--- config.mk ---
export PLATFORM = sky130hd
export DESIGN_NAME = egress_packet_classifier_unit
export DESIGN_NICKNAME = d
export VERILOG_FILES = /design/src/sv/epc_pkg.sv /design/src/sv/egress_packet_classifier_unit.sv /design/src/sv/epc_parser.sv /design/src/sv/epc_classify.sv
export SDC_FILE = /design/constraint.sdc
export NUM_CORES = 2
export LEC_CHECK = 0
export BUFFER_PORTS_ARGS = -buffer_cell sky130_fd_sc_hd__buf_4
export CAP_MARGIN = 20
export CORE_MARGIN = 2
export CORE_UTILIZATION = 50
export CTS_CLUSTER_DIAMETER = 30
export DETAILED_ROUTE_END_ITERATION = 10
export PLACE_DENSITY = 0.67
export REMOVE_ABC_BUFFERS = 1
export SLEW_MARGIN = 0
export SYNTH_ARGS = -nofsm -noshare
export SYNTH_HDL_FRONTEND = slang
export SYNTH_SLANG_ARGS = --single-unit
--- constraint.sdc ---
create_clock -name clk -period 42.8 [get_ports clk]
set_input_delay 4.28 -clock clk [delete_from_list [all_inputs] [get_ports clk]]
set_output_delay 4.28 -clock clk [all_outputs]
set_load 0.05 [all_outputs]
--- src/sv/epc_pkg.sv ---
// Shared types, constants and helpers for the egress packet classifier.
package epc_pkg;

  localparam int unsigned PAYLOAD_LIMIT_DEF = 512;

  localparam logic [3:0]  VER_IPV4         = 4'd4;
  localparam logic [3:0]  VER_IPV6         = 4'd6;
  localparam logic [7:0]  PROTO_TCP        = 8'd6;
  localparam logic [7:0]  PROTO_UDP        = 8'd17;
  localparam logic [15:0] DNS_PORT         = 16'd53;
  localparam logic [7:0]  TLS_HANDSHAKE    = 8'h16;
  localparam logic [7:0]  TLS_CLIENT_HELLO = 8'h01;

  typedef enum logic [2:0] {
    KIND_NONE    = 3'd0,
    KIND_CONNECT = 3'd1,
    KIND_DNS     = 3'd2,
    KIND_TLS     = 3'd3,
    KIND_HTTP    = 3'd4
  } kind_t;

  // Packet fields captured through the final byte.
  typedef struct packed {
    logic [3:0]   version;
    logic         bad;
    logic [16:0]  len;
    logic [6:0]   l4;
    logic [7:0]   proto;
    logic [127:0] src;
    logic [127:0] dst;
    logic [31:0]  ports;
    logic [7:0]   flags;
    logic [47:0]  head;
  } pkt_snap_t;

  // HTTP method words: GET, POST, PUT, HEAD, DELE, PATC, OPTI, CONN, TRAC
  function automatic logic is_http(input logic [31:0] w);
    return w == 32'h47455420 || w == 32'h504F5354 || w == 32'h50555420 ||
           w == 32'h48454144 || w == 32'h44454C45 || w == 32'h50415443 ||
           w == 32'h4F505449 || w == 32'h434F4E4E || w == 32'h54524143;
  endfunction

endpackage

--- src/sv/egress_packet_classifier_unit.sv ---
// Top level of the egress packet classifier.
// Throughput: one packet byte per cycle while in_ready is high; a packet yields 0 to 2 result beats.
// Result path: the first result beat passes the snapshot register, then the result buffer
//   (the snapshot waits while the buffer is busy); a second result follows on the next pop.
// in_ready drops only while a finished packet waits for the result buffer to drain.
// Reset (rst_n low, synchronous) clears parser state, the buffer and enforce_enable.
module egress_packet_classifier_unit #(
  parameter int unsigned PAYLOAD_LIMIT = epc_pkg::PAYLOAD_LIMIT_DEF
) (
  input  logic        clk,
  input  logic        rst_n,
  input  logic        cfg_valid,
  output logic        cfg_ready,
  input  logic        cfg_data,
  input  logic        in_valid,
  output logic        in_ready,
  input  logic [7:0]  in_pkt_byte,
  input  logic        in_last_byte,
  output logic        out_valid,
  input  logic        out_ready,
  output logic [2:0]  out_event_kind,
  output logic [2:0]  out_ip_version,
  output logic [63:0] out_src_addr_hi,
  output logic [63:0] out_src_addr_lo,
  output logic [63:0] out_dst_addr_hi,
  output logic [63:0] out_dst_addr_lo,
  output logic [15:0] out_src_port,
  output logic [15:0] out_dst_port,
  output logic [6:0]  out_payload_offset,
  output logic [9:0]  out_payload_length,
  output logic        out_verdict_query,
  output logic        out_last_result
);

  logic               enforce_r;
  logic               snap_valid;
  logic               snap_take;
  epc_pkg::pkt_snap_t snap;

  assign cfg_ready = 1'b1;

  always_ff @(posedge clk) begin
    if (!rst_n) begin
      enforce_r <= 1'b0;
    end else if (cfg_valid && cfg_ready) begin
      enforce_r <= cfg_data;
    end
  end

  epc_parser u_parser (
    .clk          (clk),
    .rst_n        (rst_n),
    .in_valid     (in_valid),
    .in_ready     (in_ready),
    .in_pkt_byte  (in_pkt_byte),
    .in_last_byte (in_last_byte),
    .snap_take    (snap_take),
    .snap_valid   (snap_valid),
    .snap         (snap)
  );

  epc_classify #(
    .PAYLOAD_LIMIT (PAYLOAD_LIMIT)
  ) u_classify (
    .clk                (clk),
    .rst_n              (rst_n),
    .enforce_enable     (enforce_r),
    .snap_valid         (snap_valid),
    .snap               (snap),
    .snap_take          (snap_take),
    .out_valid          (out_valid),
    .out_ready          (out_ready),
    .out_event_kind     (out_event_kind),
    .out_ip_version     (out_ip_version),
    .out_src_addr_hi    (out_src_addr_hi),
    .out_src_addr_lo    (out_src_addr_lo),
    .out_dst_addr_hi    (out_dst_addr_hi),
    .out_dst_addr_lo    (out_dst_addr_lo),
    .out_src_port       (out_src_port),
    .out_dst_port       (out_dst_port),
    .out_payload_offset (out_payload_offset),
    .out_payload_length (out_payload_length),
    .out_verdict_query  (out_verdict_query),
    .out_last_result    (out_last_result)
  );

endmodule

--- src/sv/epc_parser.sv ---
// Per-byte header parser: captures L3/L4 fields and hands off a packet snapshot.
module epc_parser (
  input  logic               clk,
  input  logic               rst_n,
  input  logic               in_valid,
  output logic               in_ready,
  input  logic [7:0]         in_pkt_byte,
  input  logic               in_last_byte,
  input  logic               snap_take,
  output logic               snap_valid,
  output epc_pkg::pkt_snap_t snap
);

  logic [15:0]  byte_idx_r, byte_idx_nxt;
  logic [3:0]   ver_r, ver_nxt;
  logic [6:0]   l4_r, l4_nxt;
  logic [7:0]   proto_r, proto_nxt;
  logic [127:0] src_r, src_nxt;
  logic [127:0] dst_r, dst_nxt;
  logic [31:0]  ports_r, ports_nxt;
  logic [7:0]   flags_r, flags_nxt;
  logic [47:0]  head_r, head_nxt;
  logic         bad_r, bad_nxt;
  logic         snap_valid_r;
  epc_pkg::pkt_snap_t snap_r, snap_nxt;
  logic         accept;

  assign in_ready   = !snap_valid_r || snap_take;
  assign accept     = in_valid && in_ready;
  assign snap_valid = snap_valid_r;
  assign snap       = snap_r;

  always_comb begin
    logic [15:0] rel;
    logic [5:0]  doff;
    logic [3:0]  apos;
    logic [2:0]  hpos;
    byte_idx_nxt = (byte_idx_r != 16'hFFFF) ? byte_idx_r + 16'd1 : byte_idx_r;
    ver_nxt   = ver_r;
    l4_nxt    = l4_r;
    proto_nxt = proto_r;
    src_nxt   = src_r;
    dst_nxt   = dst_r;
    ports_nxt = ports_r;
    flags_nxt = flags_r;
    head_nxt  = head_r;
    bad_nxt   = bad_r;
    rel  = '0;
    doff = {flags_r[7:4], 2'b00};
    apos = '0;
    hpos = '0;

    if (byte_idx_r == 16'd0) begin
      ver_nxt = in_pkt_byte[7:4];
      if (ver_nxt == epc_pkg::VER_IPV4) begin
        l4_nxt = {1'b0, in_pkt_byte[3:0], 2'b00};
        if (in_pkt_byte[3:0] < 4'd5) bad_nxt = 1'b1;
      end else if (ver_nxt == epc_pkg::VER_IPV6) begin
        l4_nxt = 7'd40;
      end else begin
        bad_nxt = 1'b1;
      end
    end else if (ver_r == epc_pkg::VER_IPV4) begin
      apos = {2'b00, byte_idx_r[1:0]};
      if (byte_idx_r == 16'd9) begin
        proto_nxt = in_pkt_byte;
      end else if (byte_idx_r >= 16'd12 && byte_idx_r < 16'd16) begin
        src_nxt[{~apos, 3'b000} +: 8] = src_r[{~apos, 3'b000} +: 8] | in_pkt_byte;
      end else if (byte_idx_r >= 16'd16 && byte_idx_r < 16'd20) begin
        dst_nxt[{~apos, 3'b000} +: 8] = dst_r[{~apos, 3'b000} +: 8] | in_pkt_byte;
      end
    end else if (ver_r == epc_pkg::VER_IPV6) begin
      apos = {~byte_idx_r[3], byte_idx_r[2:0]};
      if (byte_idx_r == 16'd6) begin
        proto_nxt = in_pkt_byte;
      end else if (byte_idx_r >= 16'd8 && byte_idx_r < 16'd24) begin
        src_nxt[{~apos, 3'b000} +: 8] = src_r[{~apos, 3'b000} +: 8] | in_pkt_byte;
      end else if (byte_idx_r >= 16'd24 && byte_idx_r < 16'd40) begin
        dst_nxt[{~apos, 3'b000} +: 8] = dst_r[{~apos, 3'b000} +: 8] | in_pkt_byte;
      end
    end

    if (!bad_nxt && byte_idx_r >= 16'd20 && byte_idx_r >= {9'd0, l4_nxt}) begin
      rel = byte_idx_r - {9'd0, l4_nxt};
      if (rel < 16'd4) begin
        ports_nxt[{~rel[1:0], 3'b000} +: 8] = ports_r[{~rel[1:0], 3'b000} +: 8] | in_pkt_byte;
      end else if (rel == 16'd12) begin
        flags_nxt = {in_pkt_byte[7:4], flags_r[3:0]};
      end else if (rel == 16'd13) begin
        flags_nxt = {flags_r[7:4], 2'b00, in_pkt_byte[1], in_pkt_byte[4]};
      end else if (rel > 16'd13 && doff >= 6'd20 && rel >= {10'd0, doff} &&
                   rel < {10'd0, doff} + 16'd6) begin
        hpos = 3'(rel - {10'd0, doff});
        hpos = 3'd5 - hpos;
        head_nxt[{hpos, 3'b000} +: 8] = head_r[{hpos, 3'b000} +: 8] | in_pkt_byte;
      end
    end
  end

  always_comb begin
    snap_nxt.version = ver_nxt;
    snap_nxt.bad     = bad_nxt;
    snap_nxt.len     = {1'b0, byte_idx_r} + 17'd1;
    snap_nxt.l4      = l4_nxt;
    snap_nxt.proto   = proto_nxt;
    snap_nxt.src     = src_nxt;
    snap_nxt.dst     = dst_nxt;
    snap_nxt.ports   = ports_nxt;
    snap_nxt.flags   = flags_nxt;
    snap_nxt.head    = head_nxt;
  end

  always_ff @(posedge clk) begin
    if (!rst_n) begin
      byte_idx_r   <= '0;
      ver_r        <= '0;
      l4_r         <= '0;
      proto_r      <= '0;
      src_r        <= '0;
      dst_r        <= '0;
      ports_r      <= '0;
      flags_r      <= '0;
      head_r       <= '0;
      bad_r        <= 1'b0;
      snap_valid_r <= 1'b0;
    end else begin
      if (accept && in_last_byte) begin
        byte_idx_r <= '0;
        ver_r      <= '0;
        l4_r       <= '0;
        proto_r    <= '0;
        src_r      <= '0;
        dst_r      <= '0;
        ports_r    <= '0;
        flags_r    <= '0;
        head_r     <= '0;
        bad_r      <= 1'b0;
      end else if (accept) begin
        byte_idx_r <= byte_idx_nxt;
        ver_r      <= ver_nxt;
        l4_r       <= l4_nxt;
        proto_r    <= proto_nxt;
        src_r      <= src_nxt;
        dst_r      <= dst_nxt;
        ports_r    <= ports_nxt;
        flags_r    <= flags_nxt;
        head_r     <= head_nxt;
        bad_r      <= bad_nxt;
      end
      if (accept && in_last_byte) begin
        snap_valid_r <= 1'b1;
      end else if (snap_take) begin
        snap_valid_r <= 1'b0;
      end
    end
  end

  always_ff @(posedge clk) begin
    if (accept && in_last_byte) begin
      snap_r <= snap_nxt;
    end
  end

  a_last_clears: assert property (@(posedge clk) disable iff (!rst_n)
    accept && in_last_byte |=> snap_valid_r && byte_idx_r == 16'd0)
    else $error("final beat did not hand off and clear the parser");

  a_unknown_ver_bad: assert property (@(posedge clk) disable iff (!rst_n)
    byte_idx_r != 16'd0 && ver_r != epc_pkg::VER_IPV4 && ver_r != epc_pkg::VER_IPV6
    |-> bad_r)
    else $error("unknown IP version not marked bad");

  a_take_needs_valid: assert property (@(posedge clk) disable iff (!rst_n)
    snap_take |-> snap_valid_r)
    else $error("snapshot taken while empty");

endmodule

--- src/sv/epc_classify.sv ---
// End-of-packet classification and the two-deep result buffer.
module epc_classify #(
  parameter int unsigned PAYLOAD_LIMIT = epc_pkg::PAYLOAD_LIMIT_DEF
) (
  input  logic               clk,
  input  logic               rst_n,
  input  logic               enforce_enable,
  input  logic               snap_valid,
  input  epc_pkg::pkt_snap_t snap,
  output logic               snap_take,
  output logic               out_valid,
  input  logic               out_ready,
  output logic [2:0]         out_event_kind,
  output logic [2:0]         out_ip_version,
  output logic [63:0]        out_src_addr_hi,
  output logic [63:0]        out_src_addr_lo,
  output logic [63:0]        out_dst_addr_hi,
  output logic [63:0]        out_dst_addr_lo,
  output logic [15:0]        out_src_port,
  output logic [15:0]        out_dst_port,
  output logic [6:0]         out_payload_offset,
  output logic [9:0]         out_payload_length,
  output logic               out_verdict_query,
  output logic               out_last_result
);

  localparam logic [16:0] LIMIT_W = 17'(PAYLOAD_LIMIT);

  logic [1:0]          cnt_r;
  epc_pkg::kind_t      kind0_r, kind1_r;
  logic [2:0]          ver_r;
  logic [127:0]        src_r, dst_r;
  logic [31:0]         ports_r;
  logic [6:0]          off_r;
  logic [9:0]          len_r;
  logic                vq_r;

  logic [1:0]          n_res;
  epc_pkg::kind_t      k0, k1;
  logic [6:0]          ev_off;
  logic [16:0]         ev_avail;
  logic [16:0]         ev_cap;
  logic                ev_vq;
  logic                pop, room, has_pay;

  always_comb begin
    logic        v4, ok, vq, udp, tcp, conn, pay, tls, http, pev;
    logic [5:0]  doff;
    logic [6:0]  dns_off, tcp_off;
    logic [16:0] l4w;
    epc_pkg::kind_t pkind;
    v4   = snap.version == epc_pkg::VER_IPV4;
    l4w  = {10'd0, snap.l4};
    ok   = !snap.bad && (v4 ? snap.len >= 17'd20 : snap.len >= 17'd40) && snap.len >= l4w;
    vq   = v4 && enforce_enable;
    udp  = ok && snap.proto == epc_pkg::PROTO_UDP && snap.len >= l4w + 17'd8;
    tcp  = ok && snap.proto == epc_pkg::PROTO_TCP && snap.len >= l4w + 17'd20;
    doff = {snap.flags[7:4], 2'b00};
    dns_off = snap.l4 + 7'd8;
    tcp_off = snap.l4 + {1'b0, doff};
    conn = snap.flags[1:0] == 2'b10;
    pay  = doff >= 6'd20 && {10'd0, tcp_off} < snap.len &&
           snap.len - {10'd0, tcp_off} >= 17'd6;
    tls  = snap.head[47:40] == epc_pkg::TLS_HANDSHAKE &&
           snap.head[7:0] == epc_pkg::TLS_CLIENT_HELLO;
    http = epc_pkg::is_http(snap.head[47:16]);
    pev  = pay && (tls || http);
    pkind = tls ? epc_pkg::KIND_TLS : epc_pkg::KIND_HTTP;

    n_res  = 2'd0;
    k0     = epc_pkg::KIND_NONE;
    k1     = epc_pkg::KIND_NONE;
    ev_off = '0;
    ev_vq  = vq;
    if (udp) begin
      ev_off = dns_off;
      if (snap.ports[15:0] == epc_pkg::DNS_PORT) begin
        n_res = 2'd1;
        k0    = epc_pkg::KIND_DNS;
        ev_vq = 1'b0;
      end else if (vq) begin
        n_res = 2'd1;
      end
    end else if (tcp) begin
      ev_off = tcp_off;
      if (conn) begin
        k0    = epc_pkg::KIND_CONNECT;
        k1    = pkind;
        n_res = pev ? 2'd2 : 2'd1;
      end else if (pev) begin
        k0    = pkind;
        n_res = 2'd1;
      end else if (vq) begin
        n_res = 2'd1;
      end
    end
    ev_avail = ({10'd0, ev_off} < snap.len) ? snap.len - {10'd0, ev_off} : 17'd0;
    ev_cap   = (ev_avail > LIMIT_W) ? LIMIT_W : ev_avail;
  end

  assign pop       = out_valid && out_ready;
  assign room      = cnt_r == 2'd0 || (cnt_r == 2'd1 && pop);
  assign snap_take = snap_valid && (n_res == 2'd0 || room);

  always_ff @(posedge clk) begin
    if (!rst_n) begin
      cnt_r <= '0;
    end else if (snap_take && n_res != 2'd0) begin
      cnt_r <= n_res;
    end else if (pop) begin
      cnt_r <= cnt_r - 2'd1;
    end
  end

  always_ff @(posedge clk) begin
    if (snap_take && n_res != 2'd0) begin
      kind0_r <= k0;
      kind1_r <= k1;
      ver_r   <= snap.version[2:0];
      src_r   <= snap.src;
      dst_r   <= snap.dst;
      ports_r <= snap.ports;
      off_r   <= ev_off;
      len_r   <= ev_cap[9:0];
      vq_r    <= ev_vq;
    end else if (pop) begin
      kind0_r <= kind1_r;
    end
  end

  assign has_pay = kind0_r == epc_pkg::KIND_DNS || kind0_r == epc_pkg::KIND_TLS ||
                   kind0_r == epc_pkg::KIND_HTTP;

  assign out_valid          = cnt_r != 2'd0;
  assign out_event_kind     = kind0_r;
  assign out_ip_version     = ver_r;
  assign out_src_addr_hi    = src_r[127:64];
  assign out_src_addr_lo    = src_r[63:0];
  assign out_dst_addr_hi    = dst_r[127:64];
  assign out_dst_addr_lo    = dst_r[63:0];
  assign out_src_port       = ports_r[31:16];
  assign out_dst_port       = ports_r[15:0];
  assign out_payload_offset = has_pay ? off_r : 7'd0;
  assign out_payload_length = has_pay ? len_r : 10'd0;
  assign out_verdict_query  = vq_r;
  assign out_last_result    = cnt_r == 2'd1;

  a_cnt_range: assert property (@(posedge clk) disable iff (!rst_n)
    cnt_r != 2'd3)
    else $error("result buffer overfilled");

  a_pair_is_connect: assert property (@(posedge clk) disable iff (!rst_n)
    cnt_r == 2'd2 |-> kind0_r == epc_pkg::KIND_CONNECT)
    else $error("two results without a leading connect");

  a_none_needs_vq: assert property (@(posedge clk) disable iff (!rst_n)
    out_valid && out_event_kind == epc_pkg::KIND_NONE |-> out_verdict_query)
    else $error("empty result without verdict query");

  a_dns_no_vq: assert property (@(posedge clk) disable iff (!rst_n)
    out_valid && out_event_kind == epc_pkg::KIND_DNS |-> !out_verdict_query)
    else $error("DNS result flagged for verdict query");

endmodule
==> results.yml <==
routing:
  routed_wl_um: 142500
  route.vias.total: 36480
  first_pass_iters: 8
  avgViaCountPerCell: 6.038
  wire_per_inst_um: 23.59
  route.detailed.drc: 0
  ant_nets: 0
  drtIter0Drc: 4727
timing:
  report.final.slew_viol_count: 0
  worst_pin_slew_ns: 1.133
  fin_crit_sh_pct: 21.92
  post-route-min-period_ns: 9.383
  setup_violations: 0
  slew_headroom_pct: 24.49
  hold_viol_final: 0
  rsz0062_at_grt: "no"
  skew_ns: 0.04069
  max_freq_ghz: 0.1066
yosys:
  syn_inst: 4296
  netlist_area_um2: 47110
  ys_ff_latch: 1067
  yosysUniqueCellTypes: 89
  ys_seq_area_share_pct: 59.89
  synthFlopType: "edfxtp_1"
  synth_area_leaders: "edfxtp_1, dfxtp_1, nand2_1"
  async_flop_share_pct: 0
  avgSynthCellArea_um2: 10.97
  yosys.area.top_type: "edfxtp_1"
  synth_edf_count: 685
  post-synth-top-area-fraction_pct: 43.66
  yosys_warnings: 0
setup_path:
  cp_max_fo: 11
  critPathKind: "reg2out"
  worstPathRequired_ns: 38.52
  worst_setup_path_start_kind: "flop"
  worstPathArrival_ns: 5.10
  r2r-start: "u_parser.snap[354]$_DFFE_PP_"
  endpoint: "in_ready"
  r2r_slack_ns: 34.51
  worstPathCellList: "ha_1 > fa_1 > a21o_1 > a21oi_1 > xnor2_1 > inv_1 > ha_1 > a21oi_1 > o21ai_0 > or2_2 > a211oi_1 > nor2_1 > o311a_1 > o21a_1 > o21ai_0 > buf_4"
  crit_path_start: "u_parser.snap[354]$_DFFE_PP_"
  reg2reg_depth: 18
  worst_setup_path_end_kind: "primary output"
  critPathMaxStageDelay_ns: 0.51
  crit_slowest_cell: "edfxtp_1"
  r2r-end: "u_parser.snap[229]$_DFFE_PP_"
floorplanning:
  fp-row-count: 112
  start_util_pct: 50.48
  ios: 331
  design.core.area_um2: 93330
  die_w_um: 311.0
  die_area_um2: 96700
  die_y_um: 311.0
flow_run:
  cap_violations: 0
final_layout:
  stdcell_count: 6041
  mostFrequentLayoutCell: "nand2_1"
  final_nets: 4702
  final_cell_mix: "nand2_1, edfxtp_1, a21oi_1"
  fill_cells: 7354
  final_util_pct: 61.78
  layout-drive-gt1-share_pct: 20.63
  syn_to_final_growth_pct: 22.39
placement:
  place_congestion: 0.9790
  io_buffer_count: 329
  dp_hpwl_um: 92830
  placed_cells: 5655
power:
  clock_power_share_pct: 56.1
  ir_worst_vdd_v: 0.00004232
  sw_frac_of_total_pct: 23.18
  powerDensity_nw_per_um2: 50.25
  switching_power_mw: 0.6718
  p_seq_share_pct: 39.1
  combPwrFrac_pct: 4.8
  leakagePower_nw: 20.77
  power_mw: 2.898
  internal_power_mw: 2.226
global_route:
  grt_pass1_vias: 34150
  grt_start_max_net_pins: 195
  grt_overflow: 0
  antenna_found_initial: 6
  track_usage_pct: 28.60
  grt_pass1_wl_um: 211500
clock_tree:
  cts_resized: 0
  numCtsBuffers: 200
  hold_buffers: 0
  clock_path_buffers: 3
  clkLatencyLatePin_ns: 0.79
  postCtsSetupRepairBufs: 0
  htree_levels: 4
  clock-root-buffer: "clkbuf_16"
  tritoncts: "yes"
  clock-sinks: 1067
  clk_pin_slew_ns: 0.05
outcome:
  status: "complete, no violations"
hold_path:
  hold_start: "u_parser.snap[214]$_DFFE_PP_"
  hp-class: "reg2reg"
==> power by group through the flow <==
stage / Combinational, mW / Clock, mW / Sequential, mW
global route: 0.150 / 1.69 / 1.13
finish: 0.139 / 1.63 / 1.13
global placement: 0.134 / 0 / 1.15
detailed placement: 0.135 / 0 / 1.15
floorplan: 0.0904 / 0 / 1.15
CTS: 0.136 / 1.64 / 1.13
==> logic make-up (layout without fill, tap and decap cells) <==
logic type	after synthesis	after routing	share of synthesized area, %
AO/OA/AOI/OAI	949	949	12.03
XOR/XNOR	34	34	0.6321
flip-flops	1067	1067	59.89
AND/OR/NAND/NOR	1626	1626	15.58
other	1	3	0.007960
multiplexers	184	184	6.653
adder cells (fa/ha/maj)	80	80	2.188
buffers and inverters	355	844	3.012
==> cells in the mapped netlist, types with 32 or more instances <==
cell type	n
edfxtp_1	685
a21o_1	32
nand2_1	769
nand4_1	32
o221a_2	34
nor3_1	109
clkbuf_1	180
dfxtp_1	382
ha_1	76
o21ai_0	230
a21oi_1	451
a211oi_1	55
buf_2	57
buf_1	35
nand3_1	66
inv_1	77
nor2_1	382
nor2b_1	38
mux2_2	73
mux4_2	96
==> worst max-delay path, delay by kind of cell, from the launching register on <==
kind | cells | cell delay, ns
DFF | 1 | 0.51
xor gates and xnor gates | 1 | 0.23
and+or+nand+nor | 2 | 0.48
buffers and inverters | 2 | 0.32
adders and majority gates | 3 | 1.11
AOI/OAI and AO/OA | 8 | 1.67
==> layout make-up <==
| class | count | area, µm² | area share (%) |
|---|---|---|---|
| clock inverter | 137 | 1764 | 3.059 |
| antenna | 2 | 5.005 | 0.008679 |
| timing repair buffer | 384 | 2925 | 5.073 |
| tap | 1254 | 1569 | 2.721 |
| clock buffer | 243 | 5349 | 9.276 |
| inverter | 80 | 307.8 | 0.5338 |
| multi-input combinational | 2874 | 17520 | 30.38 |
| sequential | 1067 | 28220 | 48.95 |
==> worst min-delay path by stage <==
| stage | to | slack, ns | depth (start not counted) |
|---|---|---|---|
| after floorplan | u_classify.dst_r[0]$_DFFE_PP_ | 0.40 | 0 |
| after global placement | u_classify.dst_r[126]$_DFFE_PP_ | 0.40 | 0 |
| after detailed placement | u_classify.dst_r[2]$_DFFE_PP_ | 0.40 | 0 |
| after CTS | u_classify.dst_r[126]$_DFFE_PP_ | 0.40 | 0 |
| after global routing | u_classify.src_r[21]$_DFFE_PP_ | 0.42 | 0 |
| final | u_classify.dst_r[126]$_DFFE_PP_ | 0.40 | 0 |
==> through the flow <==
stage                     area, µm²  TNS (ns)  setup WS (ns)  hold WS (ns)
after floorplan               45990  -3131.10         -9.457        0.4003
after global placement        50450         0          33.10        0.4008
after detailed placement      50490         0          32.98        0.4045
after CTS                     57600         0          33.38        0.3969
after global routing          57660         0          33.14        0.4169
final                         57660         0          33.42        0.3976
==> layer usage <==
layer  vias to the layer above  GRT usage (%)  wire, µm
li1                      16360              -         -
met1                     17800          38.24     56460
met2                      1979          45.10     67210
met3                       334          5.425     12640
met4                         2          13.69      6186
met5                         -              0        13
==> registers in the layout, indices dropped and copies added (netlist names), 8 cells and up, named ones only <==
signal,flops
u_parser.src_r,128
u_parser.snap,371
u_parser.ports_r,32
u_classify.len_r,10
u_classify.src_r,128
u_parser.byte_idx_r,16
u_parser.head_r,40
u_parser.dst_r,128
u_classify.dst_r,128
u_parser.proto_r,8
u_classify.ports_r,32
Power figures use the tool's default switching activity.
